--- config.mk ---
export PLATFORM = sky130hd
export DESIGN_NAME = utf8_word_counter_core
export DESIGN_NICKNAME = d
export VERILOG_FILES = /design/src/rtl/uwc_pkg.sv /design/src/rtl/uwc_decode.sv /design/src/rtl/uwc_out_buf.sv /design/src/rtl/utf8_word_counter_core.sv
export SDC_FILE = /design/constraint.sdc
export NUM_CORES = 1
export LEC_CHECK = 0
export BUFFER_PORTS_ARGS = -buffer_cell sky130_fd_sc_hd__buf_2
export CAP_MARGIN = 10
export CELL_PAD_IN_SITES_DETAIL_PLACEMENT = 1
export CELL_PAD_IN_SITES_GLOBAL_PLACEMENT = 1
export CORE_MARGIN = 2
export CORE_UTILIZATION = 42
export DETAILED_ROUTE_END_ITERATION = 6
export HOLD_SLACK_MARGIN = 0.1
export PLACE_DENSITY_LB_ADDON = 0.1
export SLEW_MARGIN = 10
export SYNTH_ARGS = -nofsm -noshare
export SYNTH_HDL_FRONTEND = slang
export SYNTH_SLANG_ARGS = --single-unit
--- constraint.sdc ---
create_clock -name clk -period 3.9 [get_ports clk]
set_clock_uncertainty 0.1 [all_clocks]
set_input_delay 0.78 -clock clk [delete_from_list [all_inputs] [get_ports clk]]
set_output_delay 0.78 -clock clk [all_outputs]
set_load 0.01 [all_outputs]
--- src/rtl/uwc_pkg.sv ---
// ----------------------------------------------------------------------------
// uwc_pkg
// Shared types, constants and helper functions for the UTF-8 word counter.
// ----------------------------------------------------------------------------
package uwc_pkg;

  // Width of the internal word tally and of the reported total
  localparam int COUNT_BITS = 23;
  localparam int TOTAL_BITS = 23;
  localparam int POINT_BITS = 21;

  // Sequence length codes
  localparam logic [2:0] LEN_NONE  = 3'd0;
  localparam logic [2:0] LEN_ONE   = 3'd1;
  localparam logic [2:0] LEN_TWO   = 3'd2;
  localparam logic [2:0] LEN_THREE = 3'd3;
  localparam logic [2:0] LEN_FOUR  = 3'd4;

  // Code point limits
  localparam logic [POINT_BITS-1:0] CP_MAX        = 21'h10FFFF;
  localparam logic [POINT_BITS-1:0] CP_SURR_LO    = 21'h00D800;
  localparam logic [POINT_BITS-1:0] CP_SURR_HI    = 21'h00DFFF;
  localparam logic [POINT_BITS-1:0] CP_APOS       = 21'h000027;
  localparam logic [POINT_BITS-1:0] CP_RSQUO      = 21'h002019;
  localparam logic [POINT_BITS-1:0] CP_MIN_TWO    = 21'h000080;
  localparam logic [POINT_BITS-1:0] CP_MIN_THREE  = 21'h000800;
  localparam logic [POINT_BITS-1:0] CP_MIN_FOUR   = 21'h010000;
  localparam logic [POINT_BITS-1:0] CP_LATIN_LO   = 21'h0000C0;
  localparam logic [POINT_BITS-1:0] CP_LATIN_HI   = 21'h0002AF;
  localparam logic [POINT_BITS-1:0] CP_GRCYR_LO   = 21'h000370;
  localparam logic [POINT_BITS-1:0] CP_GRCYR_HI   = 21'h00052F;
  localparam logic [POINT_BITS-1:0] CP_CJK_LO     = 21'h004E00;
  localparam logic [POINT_BITS-1:0] CP_CJK_HI     = 21'h009FFF;

  // Decoder state carried from byte to byte
  typedef struct packed {
    logic                  in_word;
    logic [POINT_BITS-1:0] partial_point;
    logic [1:0]            bytes_pending;
    logic [2:0]            sequence_length;
    logic [COUNT_BITS-1:0] word_tally;
    logic                  all_valid;
  } uwc_state_t;

  localparam uwc_state_t STATE_RESET = '{
    in_word:         1'b0,
    partial_point:   '0,
    bytes_pending:   2'd0,
    sequence_length: LEN_NONE,
    word_tally:      '0,
    all_valid:       1'b1
  };

  // True for code points that open a word
  function automatic logic is_word_start(input logic [POINT_BITS-1:0] cp);
    logic lower;
    logic upper;
    logic digit;
    lower = (cp >= 21'h61) && (cp <= 21'h7A);
    upper = (cp >= 21'h41) && (cp <= 21'h5A);
    digit = (cp >= 21'h30) && (cp <= 21'h39);
    return lower || upper || digit ||
           ((cp >= CP_LATIN_LO) && (cp <= CP_LATIN_HI)) ||
           ((cp >= CP_GRCYR_LO) && (cp <= CP_GRCYR_HI)) ||
           ((cp >= CP_CJK_LO) && (cp <= CP_CJK_HI));
  endfunction

  // Smallest legal code point for a given sequence length
  function automatic logic [POINT_BITS-1:0] min_point(input logic [2:0] len);
    logic [POINT_BITS-1:0] m;
    unique case (len)
      LEN_TWO:   m = CP_MIN_TWO;
      LEN_THREE: m = CP_MIN_THREE;
      LEN_FOUR:  m = CP_MIN_FOUR;
      default:   m = '0;
    endcase
    return m;
  endfunction

endpackage

--- src/rtl/uwc_decode.sv ---
// ----------------------------------------------------------------------------
// uwc_decode
// Next-state logic for one text byte: UTF-8 decode, range checks and
// word boundary tracking.
// ----------------------------------------------------------------------------
module uwc_decode import uwc_pkg::*; (
  input  uwc_state_t state,
  input  logic [7:0] data_byte,
  output uwc_state_t state_next
);

  logic                  cont;
  logic                  pending;
  logic                  bad_cont;
  logic                  use_lead;
  logic                  lead_ascii;
  logic                  lead_two;
  logic                  lead_three;
  logic                  lead_four;
  logic                  in_word_eff;
  logic [POINT_BITS-1:0] point_shift;
  logic                  finish;
  logic [POINT_BITS-1:0] cp;
  logic [2:0]            len;
  logic                  range_bad;
  logic                  is_apos;
  logic                  word_char;
  logic                  tally_full;

  // Classify the byte
  assign cont       = (data_byte[7:6] == 2'b10);
  assign pending    = (state.bytes_pending != 2'd0);
  assign bad_cont   = pending && !cont;
  assign use_lead   = !pending || !cont;
  assign lead_ascii = (data_byte[7] == 1'b0);
  assign lead_two   = (data_byte[7:5] == 3'b110);
  assign lead_three = (data_byte[7:4] == 4'b1110);
  assign lead_four  = (data_byte[7:3] == 5'b11110);

  // A broken sequence closes the open word before the byte is retaken
  assign in_word_eff = bad_cont ? 1'b0 : state.in_word;
  assign point_shift = {state.partial_point[POINT_BITS-7:0], data_byte[5:0]};

  // Select the completed code point, if any
  assign finish = use_lead ? lead_ascii : (state.bytes_pending == 2'd1);
  assign cp     = use_lead ? {{(POINT_BITS-7){1'b0}}, data_byte[6:0]} : point_shift;
  assign len    = use_lead ? LEN_ONE : state.sequence_length;

  // Check and classify the completed code point
  assign range_bad  = (cp < min_point(len)) || (cp > CP_MAX) ||
                      ((cp >= CP_SURR_LO) && (cp <= CP_SURR_HI));
  assign is_apos    = (cp == CP_APOS) || (cp == CP_RSQUO);
  assign word_char  = is_word_start(cp) || (is_apos && in_word_eff);
  assign tally_full = &state.word_tally;

  // Build next state
  always_comb begin
    state_next           = state;
    state_next.in_word   = in_word_eff;
    state_next.all_valid = state.all_valid && !bad_cont;
    if (finish) begin
      state_next.partial_point   = '0;
      state_next.bytes_pending   = 2'd0;
      state_next.sequence_length = LEN_NONE;
      if (range_bad) begin
        state_next.in_word   = 1'b0;
        state_next.all_valid = 1'b0;
      end else begin
        if (word_char && !in_word_eff && !tally_full) begin
          state_next.word_tally = state.word_tally + 1'b1;
        end
        state_next.in_word = word_char;
      end
    end else if (!use_lead) begin
      // advance a multi-byte sequence
      state_next.partial_point = point_shift;
      state_next.bytes_pending = state.bytes_pending - 2'd1;
    end else if (lead_two) begin
      state_next.partial_point   = {{(POINT_BITS-5){1'b0}}, data_byte[4:0]};
      state_next.sequence_length = LEN_TWO;
      state_next.bytes_pending   = 2'd1;
    end else if (lead_three) begin
      state_next.partial_point   = {{(POINT_BITS-4){1'b0}}, data_byte[3:0]};
      state_next.sequence_length = LEN_THREE;
      state_next.bytes_pending   = 2'd2;
    end else if (lead_four) begin
      state_next.partial_point   = {{(POINT_BITS-3){1'b0}}, data_byte[2:0]};
      state_next.sequence_length = LEN_FOUR;
      state_next.bytes_pending   = 2'd3;
    end else begin
      // drop an illegal lead byte
      state_next.in_word         = 1'b0;
      state_next.all_valid       = 1'b0;
      state_next.partial_point   = '0;
      state_next.bytes_pending   = 2'd0;
      state_next.sequence_length = LEN_NONE;
    end
  end

endmodule

--- src/rtl/uwc_out_buf.sv ---
// ----------------------------------------------------------------------------
// uwc_out_buf
// Output register with one skid entry, so the input side keeps moving
// while a finished result waits at the output.
// ----------------------------------------------------------------------------
module uwc_out_buf import uwc_pkg::*; (
  input  logic                  clk,
  input  logic                  rst,
  input  logic                  res_valid,
  input  logic [TOTAL_BITS-1:0] res_total,
  input  logic                  res_text_valid,
  output logic                  full,
  output logic                  out_valid,
  input  logic                  out_stall,
  output logic [TOTAL_BITS-1:0] word_total,
  output logic                  text_valid
);

  logic                  skid_valid;
  logic [TOTAL_BITS-1:0] skid_total;
  logic                  skid_text_valid;
  logic                  out_free;

  assign out_free = !out_valid || !out_stall;
  assign full     = skid_valid;

  // Control: move skid into output, or park a new result in the skid
  always_ff @(posedge clk) begin
    if (rst) begin
      out_valid  <= 1'b0;
      skid_valid <= 1'b0;
    end else if (out_free) begin
      out_valid  <= skid_valid || res_valid;
      skid_valid <= 1'b0;
    end else if (res_valid) begin
      skid_valid <= 1'b1;
    end
  end

  // Payload
  always_ff @(posedge clk) begin
    if (out_free) begin
      if (skid_valid) begin
        word_total <= skid_total;
        text_valid <= skid_text_valid;
      end else if (res_valid) begin
        word_total <= res_total;
        text_valid <= res_text_valid;
      end
    end else if (res_valid) begin
      skid_total      <= res_total;
      skid_text_valid <= res_text_valid;
    end
  end

endmodule

--- src/rtl/utf8_word_counter_core.sv ---
// ----------------------------------------------------------------------------
// utf8_word_counter_core
// Streaming UTF-8 validator and word counter, one byte per cycle while in_stall is low.
// ----------------------------------------------------------------------------
// Usage:
//   Input channel (in_valid / in_stall): one text byte per transaction in
//   data_byte; last_byte marks the final byte of a text.
//   Output channel (out_valid / out_stall): one transaction per text, with
//   word_total (saturating word count) and text_valid (whole text was
//   well-formed UTF-8, no truncated sequence at the end).
//   Throughput: one byte per cycle while in_stall is low; the decoder state update is a single
//   combinational step between the state register and itself.
//   Result: formed from the last accepted byte and registered in the output
//   register, or parked in the skid entry while the output is stalled.
//   Stall: the output register plus one skid entry hold two results; the
//   input keeps accepting bytes while results wait and raises in_stall only
//   when the skid entry is occupied.
//   Reset: decoder state returns to the empty text, the output is empty.
//   After each last byte the decoder state also returns to the empty text.
// ----------------------------------------------------------------------------
module utf8_word_counter_core import uwc_pkg::*; (
  input  logic                  clk,
  input  logic                  rst,
  input  logic                  in_valid,
  output logic                  in_stall,
  input  logic [7:0]            data_byte,
  input  logic                  last_byte,
  output logic                  out_valid,
  input  logic                  out_stall,
  output logic [TOTAL_BITS-1:0] word_total,
  output logic                  text_valid
);

  uwc_state_t            state;
  uwc_state_t            state_next;
  logic                  accept;
  logic                  buf_full;
  logic                  res_valid;
  logic [TOTAL_BITS-1:0] res_total;
  logic                  res_text_valid;

  assign in_stall = buf_full;
  assign accept   = in_valid && !in_stall;

  uwc_decode u_decode (
    .state      (state),
    .data_byte  (data_byte),
    .state_next (state_next)
  );

  // Form the result on the last byte
  assign res_valid      = accept && last_byte;
  assign res_total      = TOTAL_BITS'({{TOTAL_BITS{1'b0}}, state_next.word_tally});
  assign res_text_valid = state_next.all_valid && (state_next.bytes_pending == 2'd0);

  // Advance decoder state; restart after the last byte
  always_ff @(posedge clk) begin
    if (rst) begin
      state <= STATE_RESET;
    end else if (accept) begin
      state <= last_byte ? STATE_RESET : state_next;
    end
  end

  uwc_out_buf u_out_buf (
    .clk            (clk),
    .rst            (rst),
    .res_valid      (res_valid),
    .res_total      (res_total),
    .res_text_valid (res_text_valid),
    .full           (buf_full),
    .out_valid      (out_valid),
    .out_stall      (out_stall),
    .word_total     (word_total),
    .text_valid     (text_valid)
  );

endmodule

After elaboration in Yosys (flattened, before gate mapping)
Index checks and enable logic that the tools add are counted.
- flip-flop bits (word level): 95
- input bits: 13
- word-level logic and storage cells: 116
- add/sub/neg operators: 2
- order comparisons: 16
- equal/unequal tests: 10
- multiplexer cells: 30
- bitwise logic cells: 2
- reductions and logical operators: 44
- operators with widths (kind ; count):
    $mux W23 ; 6
    $mux W26 ; 2
    $mux W51 ; 1
    $pmux W17 S3 ; 1
    $ge A21 B7 Y1 const B ; 2
    $le A21 B16 Y1 const B ; 2
    $le A21 B7 Y1 const B ; 2
    $mux W27 ; 1
    $add A23 B1 Y23 const B ; 1
    $reduce_and A23 Y1 ; 1
    $eq A21 B14 Y1 const B ; 1
    $eq A21 B6 Y1 const B ; 1
    $ge A21 B10 Y1 const B ; 1
    $ge A21 B15 Y1 const B ; 1
    $ge A21 B16 Y1 const B ; 1
    $ge A21 B6 Y1 const B ; 1
    $ge A21 B8 Y1 const B ; 1
    $gt A21 B21 Y1 const B ; 1
    $le A21 B10 Y1 const B ; 1
    $le A21 B11 Y1 const B ; 1
    $le A21 B6 Y1 const B ; 1
    $lt A21 B17 Y1 ; 1
    $mux W21 ; 1
    $logic_and A1 B1 Y1 ; 15
    18 further kinds ; 57

Depth between registers and ports, before layout
- depth in word-level cells: 19
- gate-level depth with buffers: 14

Modules after synthesis
Synthesis repeated with hierarchy kept, for this count alone.
- cell total of the unflattened synthesis: 565
- area, all modules: 5489.0 um^2
- by module, submodules not included (module ; times used ; cells each ; area each (um^2) ; seq. area each (um^2)):
    utf8_word_counter_core ; 1 ; 231 ; 2011.9 ; 1021.0
    uwc_out_buf ; 1 ; 83 ; 1903.1 ; 1481.4
    uwc_decode ; 1 ; 251 ; 1574.0 ; 0.0

Worst setup path before layout
No wires, ideal clock.
- path kind: input to register
- from: input data_byte[7]
- to: register u_out_buf.word_total[13] (data pin)
- setup time: 0.261 ns
- data arrival time: 3.698 ns
- data required time: 3.539 ns
- setup slack: -0.159 ns
- stages on the path: 11
- cells stage by stage: buf_4 > or3b_1 > buf_4 > or4b_2 > ha_1 > a211o_1 > nand4_1 > buf_2 > or4_1 > nand2b_1 > a221o_1
- word-level cells in the longest chain between the ends: 19
- elaborated cells on any way between the ends: 56
- classes of those cells: order compare (16); eq/ne (6); mux (10); bitwise (1); reduce/logical (23)
- RTL lines (what ; line ; text):
    start: declaration ; utf8_word_counter_core.sv:26 ; input logic [7:0] data_byte,
    $eq A2 B2 Y1 ; uwc_decode.sv:31 ; assign cont = (data_byte[7:6] == 2'b10);
    $logic_not A1 Y1 ; uwc_decode.sv:33, uwc_decode.sv:34 ;
    $logic_or A1 B1 Y1 ; uwc_decode.sv:34 ; assign use_lead = !pending || !cont;
    $mux W21 ; uwc_decode.sv:46 ; assign cp = use_lead ? {{(POINT_BITS-7){1'b0}}, data_byte[6:0]} : point_shift;
    $ge A21 B7 Y1, or another cell as far along ; uwc_pkg.sv:59 ; lower = (cp >= 21'h61) && (cp <= 21'h7A);
    $logic_and A1 B1 Y1, on equally long branches ; uwc_pkg.sv:59, uwc_pkg.sv:60 ;
    $logic_or A1 B1 Y1 (3 in series) ; uwc_pkg.sv:62 ; return lower || upper || digit ||
    $logic_or A1 B1 Y1 ; uwc_pkg.sv:63 ; ((cp >= CP_LATIN_LO) && (cp <= CP_LATIN_HI)) ||
    $logic_or A1 B1 Y1 ; uwc_pkg.sv:64 ; ((cp >= CP_GRCYR_LO) && (cp <= CP_GRCYR_HI)) ||
    $logic_or A1 B1 Y1 ; uwc_decode.sv:53 ; assign word_char = is_word_start(cp) || (is_apos && in_word_eff);
    $logic_and A1 B1 Y1 (2 in series) ; uwc_decode.sv:69 ; if (word_char && !in_word_eff && !tally_full) begin
    $mux W23 ; uwc_decode.sv:69 ;
    $mux W23 ; uwc_decode.sv:65 ; if (range_bad) begin
    $mux W23 (*) ; uwc_decode.sv:61 ; if (finish) begin
    $mux W23 (*) ; uwc_out_buf.sv:46 ; end else if (res_valid) begin
    $mux W23 (*) ; uwc_out_buf.sv:43 ; if (skid_valid) begin
    end signal: assignment ; uwc_out_buf.sv:44 ; word_total <= skid_total;
    end signal: assignment ; uwc_out_buf.sv:47 ; word_total <= res_total;
    end: declaration ; uwc_out_buf.sv:15 ; output logic [TOTAL_BITS-1:0] word_total,
Every way passes the cells marked *; elsewhere a longest branch is shown, timed or not. The select of a mux whose other input is x is not followed.
A chain may end at the register's enable or synchronous reset.

Final worst setup path
- from: register state[27] (netlist name)
- to: register state[4] (netlist name)
- word-level cells in the longest chain between the ends: 18
- elaborated cells on any way between the ends: 55
- classes of those cells: order compare (16); eq/ne (6); mux (9); reduce/logical (24)
- RTL lines (what ; line ; text):
    $reduce_bool A2 Y1 ; uwc_decode.sv:32 ; assign pending = (state.bytes_pending != 2'd0);
    $logic_not A1 Y1 ; uwc_decode.sv:34 ;
    $logic_or A1 B1 Y1 ; uwc_decode.sv:34 ;
    $mux W21 ; uwc_decode.sv:46 ;
    $ge A21 B7 Y1, or another cell as far along ; uwc_pkg.sv:59 ;
    $logic_and A1 B1 Y1, on equally long branches ; uwc_pkg.sv:59, uwc_pkg.sv:60 ;
    $logic_or A1 B1 Y1 (3 in series) ; uwc_pkg.sv:62 ;
    $logic_or A1 B1 Y1 ; uwc_pkg.sv:63 ;
    $logic_or A1 B1 Y1 ; uwc_pkg.sv:64 ;
    $logic_or A1 B1 Y1 ; uwc_decode.sv:53 ;
    $logic_and A1 B1 Y1 (2 in series) ; uwc_decode.sv:69 ;
    $mux W23 ; uwc_decode.sv:69 ;
    $mux W23 ; uwc_decode.sv:65 ;
    $mux W23 (*) ; uwc_decode.sv:61 ;
    $mux W51 (*) ; utf8_word_counter_core.sv:61 ; state <= last_byte ? STATE_RESET : state_next;
Every way passes the cells marked *; elsewhere a longest branch is shown, timed or not.

==> results.md <==
* Synthesis-to-layout area growth at 14.18%
* Initial antenna violation count at 0
* RSZ-0062 raised after global routing: false
* Actual slew at the worst max-slew pin at approximately 0.83 ns
* Syn Nets at roughly 610
* DRT iter0 DRCs at 273
* Routed len/inst at ~20 µm
* Sequential share of power at 51.5%
* Via Count at 4899
* Nets at 640
* Final hold slack at 0.3886 ns
* Post-Synthesis Cells at 589
* DRC at 0
* Crit path cell chain: inv_1 -> ha_1 -> or3b_1 -> or4b_4 -> ha_1 -> a211o_1 -> nand4_1 -> buf_4 -> or4_4 -> or4_1 -> a31oi_1
* Synth Flop Type: edfxtp_1
* Root Driver: clkbuf_16
* Relative slew slack at roughly 44%
* Die Span Y at about 120 µm
* Switching Fraction at ~26%
* Number of antenna repair diodes at 0
* IO Port Bufs at 38
* Crit. End Element: register
* FP Rows at slightly above 40
* Status: finished clean
* Critical path startpoint category: register
* Vias in the first global route at 5051
* Critical path class: register to register
* Comb pwr share at 9.5%
* Synth unique cells at 70
* Largest stage delay, worst path at roughly 0.54 ns
* Fmax at between 200 and 300 MHz
* HP Class: register to register
* Register area share after synthesis at 44.72%
* Post-CTS setup buffer count at 0
* Internal power at roughly 1600 µW
* Routed wire length at ~16 mm
* Setup TNS Final at 0 ns
* Initial core utilization at between 40% and 50%
* Biggest area consumer among synthesized cells: edfxtp_1
* Switching power at approximately 540 µW
* Worst-Skew Late Latency at 0.36 ns
* CTS buffer count at 9
* MaxCap Viol Count at 0
* Critical path peak fanout at 10
* Peak supply drop at between 0.2 and 0.25 mV
* Buf/Inv on CP at 2
* Grt total ovfl at 0
* Area contributors post-synth: edfxtp_1, dfxtp_1, nor2_1
* Fillcell total at approximately 1.5k
* RePlAce Congestion at 0.8517
* Most frequent CP cell: ha_1
* Number of synthesis warnings at 0
* Total track usage at 25.02%
* CP delay by family, top: simple AND/OR/NAND/NOR gates
* Worst EP required at 4.07 ns
* CTS tree: yes
* Slew Viols, Final at 0
* Pwr/cell area at around 350 mW/mm²
* Post-DP HPWL at 11.23 mm
* Via density at ~6
* Ratio of cells with drive above 1 in the final layout at between 15 and 20%
* Final Hold Vio Count at 0
* Critical Path AT at 3.74 ns
* Clock share of power at roughly 39%
* Most numerous cell in the Yosys netlist: nor2_1
* Number of synthesized flops with an enable pin at 48
* LEAKAGE at roughly 0.0021 µW
* # clock sinks at 95
* First-pass GRT wire length at ~26 mm
* Die W at ~120 µm
* Full die area at ~0.014 mm²
* Clock transition at path regs at 0.07 ns
* # hold bufs at CTS at 0
* # resized after CTS at 0
* Setup-failing EPs final at 0
* Htree depth at 3
* Antenna Nets Post-Route at 0
* Core area at about 0.013 mm²
* Top cells by count, synth: nor2_1, nand2_1, edfxtp_1, dfxtp_1
* Clk buf depth at 2
* Ports at 39
* TritonRoute pass-1 iters at 5
* CP max stage cell: or4_1
* Post-route minimum period at about 3.6 ns
* Mapped Area at about 0.0053 mm²
* Mapped Avg Cell Area at slightly above 9 µm²
* #FFs+latches synth at 95
* Largest net degree at the start of global routing at 42
* Part of the cycle the worst path needs at roughly nine tenths
* Top cell type's share of synthesized area at a little over a quarter
* Async S/R FF share, synth at 0%
worst reg2reg max path: stages, from the launching register on:
cell and delay, ns:
dfxtp_1 0.35, inv_1 0.07, ha_1 0.22, or3b_1 0.39
or4b_4 0.52, ha_1 0.29, a211o_1 0.11, nand4_1 0.09
buf_4 0.19, or4_4 0.45, or4_1 0.54, a31oi_1 0.16
worst paths after layout:
check / startpoint / endpoint / slack (ns) / cells past startpoint
setup / recovery: state[27] / state[4] / 0.33 / 11
hold / removal: state[0] / state[0] / 0.39 / 2
setup reg to reg: state[27] / state[4] / 0.33 / 11
hold reg to reg: state[0] / state[0] / 0.39 / 2
metrics by stage:
| stage | setup slack (ns) | instance area [µm²] | utilization, % | instances | power, µW |
|---|---|---|---|---|---|
| after global routing | 0.1916 | 6083 | 48.60 | 799 | 2195 |
| after CTS | 0.2982 | 6083 | 48.60 | 799 | 2133 |
| final | 0.3301 | 6083 | 48.60 | 799 | 2117 |
| after floorplan | 0.1253 | 5358 | - | 589 | 1230 |
| after global placement | 0.1630 | 5808 | 46.40 | 783 | 1308 |
| after detailed placement | 0.1020 | 5808 | 46.40 | 783 | 1313 |
area by class of cell:
type / instances / area, µm² / share of cell area [%]
Tap cell: 172 / 215.2 / 3.538
Sequential cell: 95 / 2382 / 39.16
Clock buffer: 10 / 229.0 / 3.764
Timing Repair Buffer: 65 / 417.9 / 6.870
Inverter: 12 / 45.04 / 0.7404
Multi-Input combinational cell: 439 / 2748 / 45.17
Clock inverter: 6 / 46.29 / 0.7610
registers in the layout, indices dropped and copies added (netlist names):
| signal | flops |
|---|---|
| u_out_buf.skid_text_valid | 1 |
| u_out_buf.word_total | 23 |
| u_out_buf.out_valid | 1 |
| state | 45 |
| u_out_buf.text_valid | 1 |
| u_out_buf.skid_total | 23 |
| u_out_buf.full | 1 |
logic make-up (layout without fill, tap and decap cells):
family	count (synthesis)	after routing	synth area share (%)
AOI/OAI and AO/OA	146	146	19.19
adders and majority gates	5	5	1.174
buffers and inverters	55	93	4.391
muxes	4	4	0.8454
and+or+nand+nor	278	278	28.70
DFF	95	95	44.72
xor gates and xnor gates	6	6	0.9866
power groups by stage:
stage                     sequential (µW)  combinational, µW  clock [µW]
final                                1090                201         827
after detailed placement             1110                201           0
after floorplan                      1110                115           0
after global placement               1110                196           0
after global routing                 1090                221         881
after CTS                            1090                201         842
cell usage in the layout (no fill, tap or decap), types with 6 or more instances in the layout:
| cell | Yosys | routed |
|---|---|---|
| nor3_1 | 19 | 19 |
| a21oi_1 | 13 | 12 |
| a22oi_1 | 17 | 17 |
| nand2b_1 | 7 | 6 |
| edfxtp_1 | 48 | 48 |
| o31ai_1 | 10 | 9 |
| o211ai_1 | 10 | 10 |
| clkbuf_16 | 0 | 9 |
| or4_1 | 27 | 25 |
| dfxtp_1 | 47 | 47 |
| nor2b_1 | 12 | 12 |
| inv_1 | 12 | 12 |
| buf_4 | 3 | 25 |
| o21ai_0 | 25 | 25 |
| or3_1 | 14 | 14 |
| nor2_1 | 59 | 58 |
| buf_2 | 7 | 38 |
| and2_1 | 7 | 7 |
| nand3_1 | 17 | 17 |
| nand4_1 | 16 | 16 |
| nand2_1 | 57 | 57 |
| a31oi_1 | 31 | 31 |
metal layers:
metal	share of wire (%)	track usage, %	wire length (µm)	vias up
li1	-	-	-	2325
met1	43	29.96	6839	2456
met2	52	44.92	8267	88
met3	3.4	4.203	540	30
met4	2.4	9.490	390	0
met5	0	0	0	-
(Power assumes the default switching activity.)
